`src/hdl/rws_pkg.sv`:
```
package rws_pkg;

	localparam int POP_MAX = 256;
	localparam int IDX_W   = $clog2(POP_MAX);
	localparam int CNT_W   = 9;
	localparam int FIT_W   = 16;
	localparam int TOT_W   = 24;
	localparam int TGT_W   = FIT_W + TOT_W;

	localparam logic KIND_WRITE  = 1'b0;
	localparam logic KIND_SELECT = 1'b1;

	typedef struct packed {
		logic             rd_en;
		logic [IDX_W-1:0] rd_addr;
		logic             wr_en;
		logic [IDX_W-1:0] wr_addr;
		logic [FIT_W-1:0] wr_data;
	} rws_mem_req_t;

endpackage

```
`src/hdl/rws_store.sv`:
```
module rws_store import rws_pkg::*; (
	input  logic               clk,
	input  logic               arst_n,
	input  rws_mem_req_t       req,
	output logic [FIT_W-1:0]   rd_data
);

	logic [FIT_W-1:0]   mem [POP_MAX];
	logic [FIT_W-1:0]   mem_q;
	logic [POP_MAX-1:0] vld_q;
	logic               hit_q;

	always_ff @(posedge clk) begin
		if (req.wr_en) begin
			mem[req.wr_addr] <= req.wr_data;
		end
		if (req.rd_en) begin
			mem_q <= mem[req.rd_addr];
		end
	end

	// entries never written read as zero
	always_ff @(posedge clk or negedge arst_n) begin
		if (!arst_n) begin
			vld_q <= '0;
			hit_q <= 1'b0;
		end else begin
			if (req.wr_en) begin
				vld_q[req.wr_addr] <= 1'b1;
			end
			if (req.rd_en) begin
				hit_q <= vld_q[req.rd_addr];
			end
		end
	end

	assign rd_data = hit_q ? mem_q : '0;

endmodule
```
`config.mk`:
```
export PLATFORM = sky130hd
export DESIGN_NAME = rws_store
export DESIGN_NICKNAME = d
export VERILOG_FILES = /design/src/hdl/rws_pkg.sv /design/src/hdl/rws_store.sv
export SDC_FILE = /design/constraint.sdc
export NUM_CORES = 2
export LEC_CHECK = 0
export ABC_AREA = 0
export BUFFER_PORTS_ARGS = -buffer_cell sky130_fd_sc_hd__buf_2
export CAP_MARGIN = 5
export CORE_MARGIN = 2
export CORE_UTILIZATION = 35
export DETAILED_ROUTE_END_ITERATION = 16
export GPL_TIMING_DRIVEN = 0
export PLACE_DENSITY = 0.45
export SETUP_SLACK_MARGIN = 0.15
export SLEW_MARGIN = 10
export SYNTH_ARGS = -nofsm -noshare
export SYNTH_HDL_FRONTEND = slang
export SYNTH_SLANG_ARGS = --single-unit
```
`constraint.sdc`:
```
create_clock -name clk -period 6.75 [get_ports clk]
set_clock_uncertainty 0.2 [all_clocks]
set_input_delay 0.675 -clock clk [delete_from_list [all_inputs] [get_ports clk]]
set_output_delay 0.675 -clock clk [all_outputs]
set_load 0.005 [all_outputs]
```
; ---- Word level (Yosys, flattened, before mapping)
; Memories as Yosys holds them, arrays and structs flattened. A register that Yosys moved wholly into a read port is not among the register bits.
; Index checks and enable logic that the tools add are counted.
[word_totals]
regBits = 257
ramBits = 4096
mem_count = 1
[classes]
n_lt_le_gt_ge = 3
n_mux = 7
bitwise = 1
reduce_logical = 1
[mem_list]
columns = name, words, word_bits, read_ports, rd_ports_with_merged_regs, wr, line_no
row1 = mem, 256, 16, 1, 1, 1, rws_store.sv:8  ; logic [FIT_W-1:0] mem [POP_MAX];
[op_table]
columns = operator, n
row1 = OR 256 bit, 1
row2 = "< comparator 8 x 9 -> 1 bit, second input constant", 2
row3 = 2-to-1 mux 16 bit, 1
row4 = binary-select mux 1 bit (select 8 bit), 1
row5 = demux 1 bit (select 8 bit), 1
row6 = ">= comparator 8 x 1 -> 1 bit, second input constant", 1
row7 = 2-to-1 mux 1 bit, 4
row8 = logical AND 1 bit, 1

; ---- Longest topological paths before layout
[depth]
depth_word = 5
depth_mapped = 10
mapped_depth_nobuf = 6

; ---- Least setup slack after synthesis
; OpenSTA, ideal clock, no wires.
[synth_timing]
path_type = input to register
startpoint = input port req[26] (netlist name)
endpoint = register mem_q[5] (read register of mem) (data pin)
arrival_ps = 2618
t_required_ps = 6291
path_slack_ps = 3672
path_stages = 9
path_cell_list = buf_2 clkbuf_1 buf_1 mux4_2 a22oi_1 a21oi_1 nor4_1 o22ai_1 or2_1
[synth_lines]
columns = item, line_no
row1 = "start, declared", rws_store.sv:4  ; input rws_mem_req_t req,
row2 = "end, declared", rws_store.sv:9  ; logic [FIT_W-1:0] mem_q;

==> reports/results.tsv <==
metric	value	unit
I/O Pins	52	
combinational family with the most area after synthesis	multiplexers	
GR Util All Layers	0.235	
path depth of the worst reg2reg path	6	
area share of fa/ha/maj cells after synthesis	0	
Max-Slew Margin vs Limit	0.0239	
clock-pin slew on the worst setup and hold paths	0.06	ns
Port-buffer cells	44	
Tmin final	6.16	ns
total area of multi-input combinational cells	35300	um2
width of the die	693	um
part of the total power dissipated in the clock network	0.426	
total nets after synthesis	7531	
post-layout instance area	195000	um2
final slew viol count	0	
portion of netlist area occupied by mux cells	0.148	
RSZ-0062 raised after global routing	false	
pin count of the biggest net entering global routing	149	
library cell with the largest summed area after synthesis	edfxtp_1	
Internal Pwr Total	0.0448	W
sequential area share after synthesis	0.783	
Avg Cell Area, Syn	22.1	um2
final critical-path share of the clock period	0.913	
effective utilization at floorplan	0.352	
initial antenna violation count	76	
fraction of synthesized cell area in xor and xnor cells	0	
global-route wire length before repair	764	mm
highest clock rate	162	MHz
post-detailed-route count of antenna-violating nets	0	
post-synthesis instance area	166000	um2
area growth from synthesis to layout	17.5	%
DIE AREA	480000	um2
clock latency on the worst-skew pair	1.08	ns
Worst setup EP type	flop	
FILL cells	41400	
register bit count reported by yosys	4369	
Reg2Reg Setup Slack	2.41	ns
power density over the cells	298	nW/um2
area of the core	472000	um2
vertical extent of the die	693	um
number of levels in the clock H-tree	5	
Syn. warnings	0	
biggest fanout along the worst timing path	10	
total half-perimeter wirelength after legalization and detailed placement	402	mm
Startpoint Class	input pin	
RD Place Congestion	0.940	
net switching power of the design	0.0134	W
detail-routed net length per standard cell	38.3	um
area share of the largest cell type after synthesis	0.744	
run status	completed	
static leakage power	61.7	nW
worst min path class	input pin to asynchronous set/reset pin	
fraction of registers with async set/reset	0.0588	
total global routing overflow	0	
Most used DFF post-synth	edfxtp_1	
post-synthesis cell count	7495	
EDFF count, synth	4112	
overall via count from detail_route	85000	
sequential group share of total power	0.514	
total iterations of the first detailed-routing run	6	
count of final setup violators	0	
DR vias/cell	5.69	
CTS tree	yes	
number of violations reported at the end of detailed-routing iteration 0	11700	
most repeated cell in the gate-level netlist after synthesis	edfxtp_1	
overall routed net length	572	mm
net count of the finished layout	8324	
vias in the first global route	85100	
FF+latch area	130000	um2
max capacitance violation total	0	
unique cell type count in the Yosys netlist	43	
# rows	252	
DRC viols	0	
cts bufs inserted	464	
number of buffers between clock root and the deepest sink	4	
leading post-synthesis cells by cell area	edfxtp_1 74%, mux4_2 15%, dfrtp_1 3.9%, a22oi_1 2.3%, or2_2 0.98%	
net switching fraction of the power	0.230	
cell area reported after detailed placement	180000	um2
area fraction in compound gates after synthesis	0.0340	
critical path data arrival time	6.71	ns
share of power burned in combinational logic	0.059	
clk sinks	4369	
Final Hold Fails	0	
transition time at the pin with the least slew margin	1.45	ns
total negative slack	0	ns
Gates resized, CTS repair	0	
Max VDD drop	0.000240	V
Synth Area in Simple Gates	0.0228	
required time reported for the critical path endpoint	7.29	ns
type of the worst setup path	input pin to flop	
root cell of the clock tree	clkbuf_16	
fraction of final layout cells sized beyond drive strength 1	0.320	
most common library cells after synthesis	4112 x edfxtp_1, 1077 x mux4_2, 516 x a22oi_1	
## what timing repair did
action,in CTS,in global routing
hold buffers,19,0
hold endpoints to repair,877,0
setup buffers,0,0
## final cells by class
type	instances	share of cell area
flip-flops and latches	4369	0.666
diodes	29	0.000372
multi-input cells	2678	0.181
inverters	4	0.0000770
well taps	6223	0.0399
plain buffers	444	0.0109
clock buffers	603	0.0633
clock inverters	264	0.0115
repair buffers	327	0.0271
## cell usage in the layout, fill, tap and decap left out, types with 56 or more instances in the layout
| master | instances |
|---|---|
| edfxtp_1 | 4112 |
| mux4_2 | 1077 |
| a22oi_1 | 516 |
| clkbuf_16 | 468 |
| clkbuf_1 | 331 |
| or2_2 | 259 |
| dfrtp_1 | 257 |
| a21oi_1 | 250 |
| buf_8 | 162 |
| nor2_2 | 158 |
| buf_2 | 127 |
| clkinv_1 | 112 |
| nor2_4 | 98 |
| clkinv_2 | 88 |
| clkbuf_2 | 73 |
| buf_16 | 56 |
## per-stage QoR
stage / total power [W] / setup slack (ns) / utilization / std cells / hold slack (ns)
after detailed placement: 0.0339 / -0.397 / 0.382 / 14000 / 0.247
final: 0.0582 / 0.586 / 0.414 / 14900 / 0.0784
after CTS: 0.0586 / 0.738 / 0.413 / 14900 / 0.0411
after global routing: 0.0597 / 0.917 / 0.413 / 14900 / 0.107
after floorplan: 0.0319 / 3.67 / - / 7495 / 0.179
after global placement: 0.0338 / -1.64 / 0.369 / 13800 / 0.245
## cells by family after synthesis
family,after synthesis
simple gates,729
compound gates,840
buf+inv,448
flops,4369
mux,1109
## worst max-delay path: stages
cell,delay (ns)
buf_2,0.15
clkbuf_1,0.92
nor2_1,0.52
clkbuf_2,0.66
clkbuf_2,0.60
a22oi_1,0.71
a21oi_1,0.37
nor4_2,1.00
o22ai_1,0.49
or2_1,0.51
## sequential cells by signal, summed over array words and instances (netlist names)
| register | cells |
|---|---|
| hit_q | 1 |
| vld_q | 256 |
| mem_q | 16 |
| mem | 4096 |
## final timing paths
check                                    endpoint                   from
max                            mem_q[0]$_DFFE_PP_                req[29]
min                         vld_q[95]$_DFFE_PN0P_                 arst_n
max reg2reg                    mem_q[0]$_DFFE_PP_  mem[126][0]$_DFFE_PP_
min reg2reg                 vld_q[59]$_DFFE_PN0P_  vld_q[59]$_DFFE_PN0P_
max in group asynchronous  vld_q[144]$_DFFE_PN0P_                 arst_n
min in group clk            vld_q[59]$_DFFE_PN0P_  vld_q[59]$_DFFE_PN0P_
## layer usage
| layer | wire length [um] | part of all wire | global-route usage | up-vias |
|---|---|---|---|---|
| met5 | 161 | 0.00028 | 0.00480 | - |
| met4 | 24600 | 0.043 | 0.0873 | 10 |
| met3 | 45200 | 0.079 | 0.0475 | 838 |
| met2 | 265000 | 0.46 | 0.369 | 3657 |
| met1 | 237000 | 0.41 | 0.325 | 47000 |
| li1 | - | - | - | 33400 |
## power groups by stage
stage | Sequential (W) | Clock, W | Combinational [W]
detailed placement | 0.0305 | 0 | 0.00344
global placement | 0.0306 | 0 | 0.00322
CTS | 0.0299 | 0.0252 | 0.00346
global route | 0.0299 | 0.0262 | 0.00356
finish | 0.0299 | 0.0248 | 0.00345
floorplan | 0.0304 | 0 | 0.00147
Power figures use the tool's default switching activity.
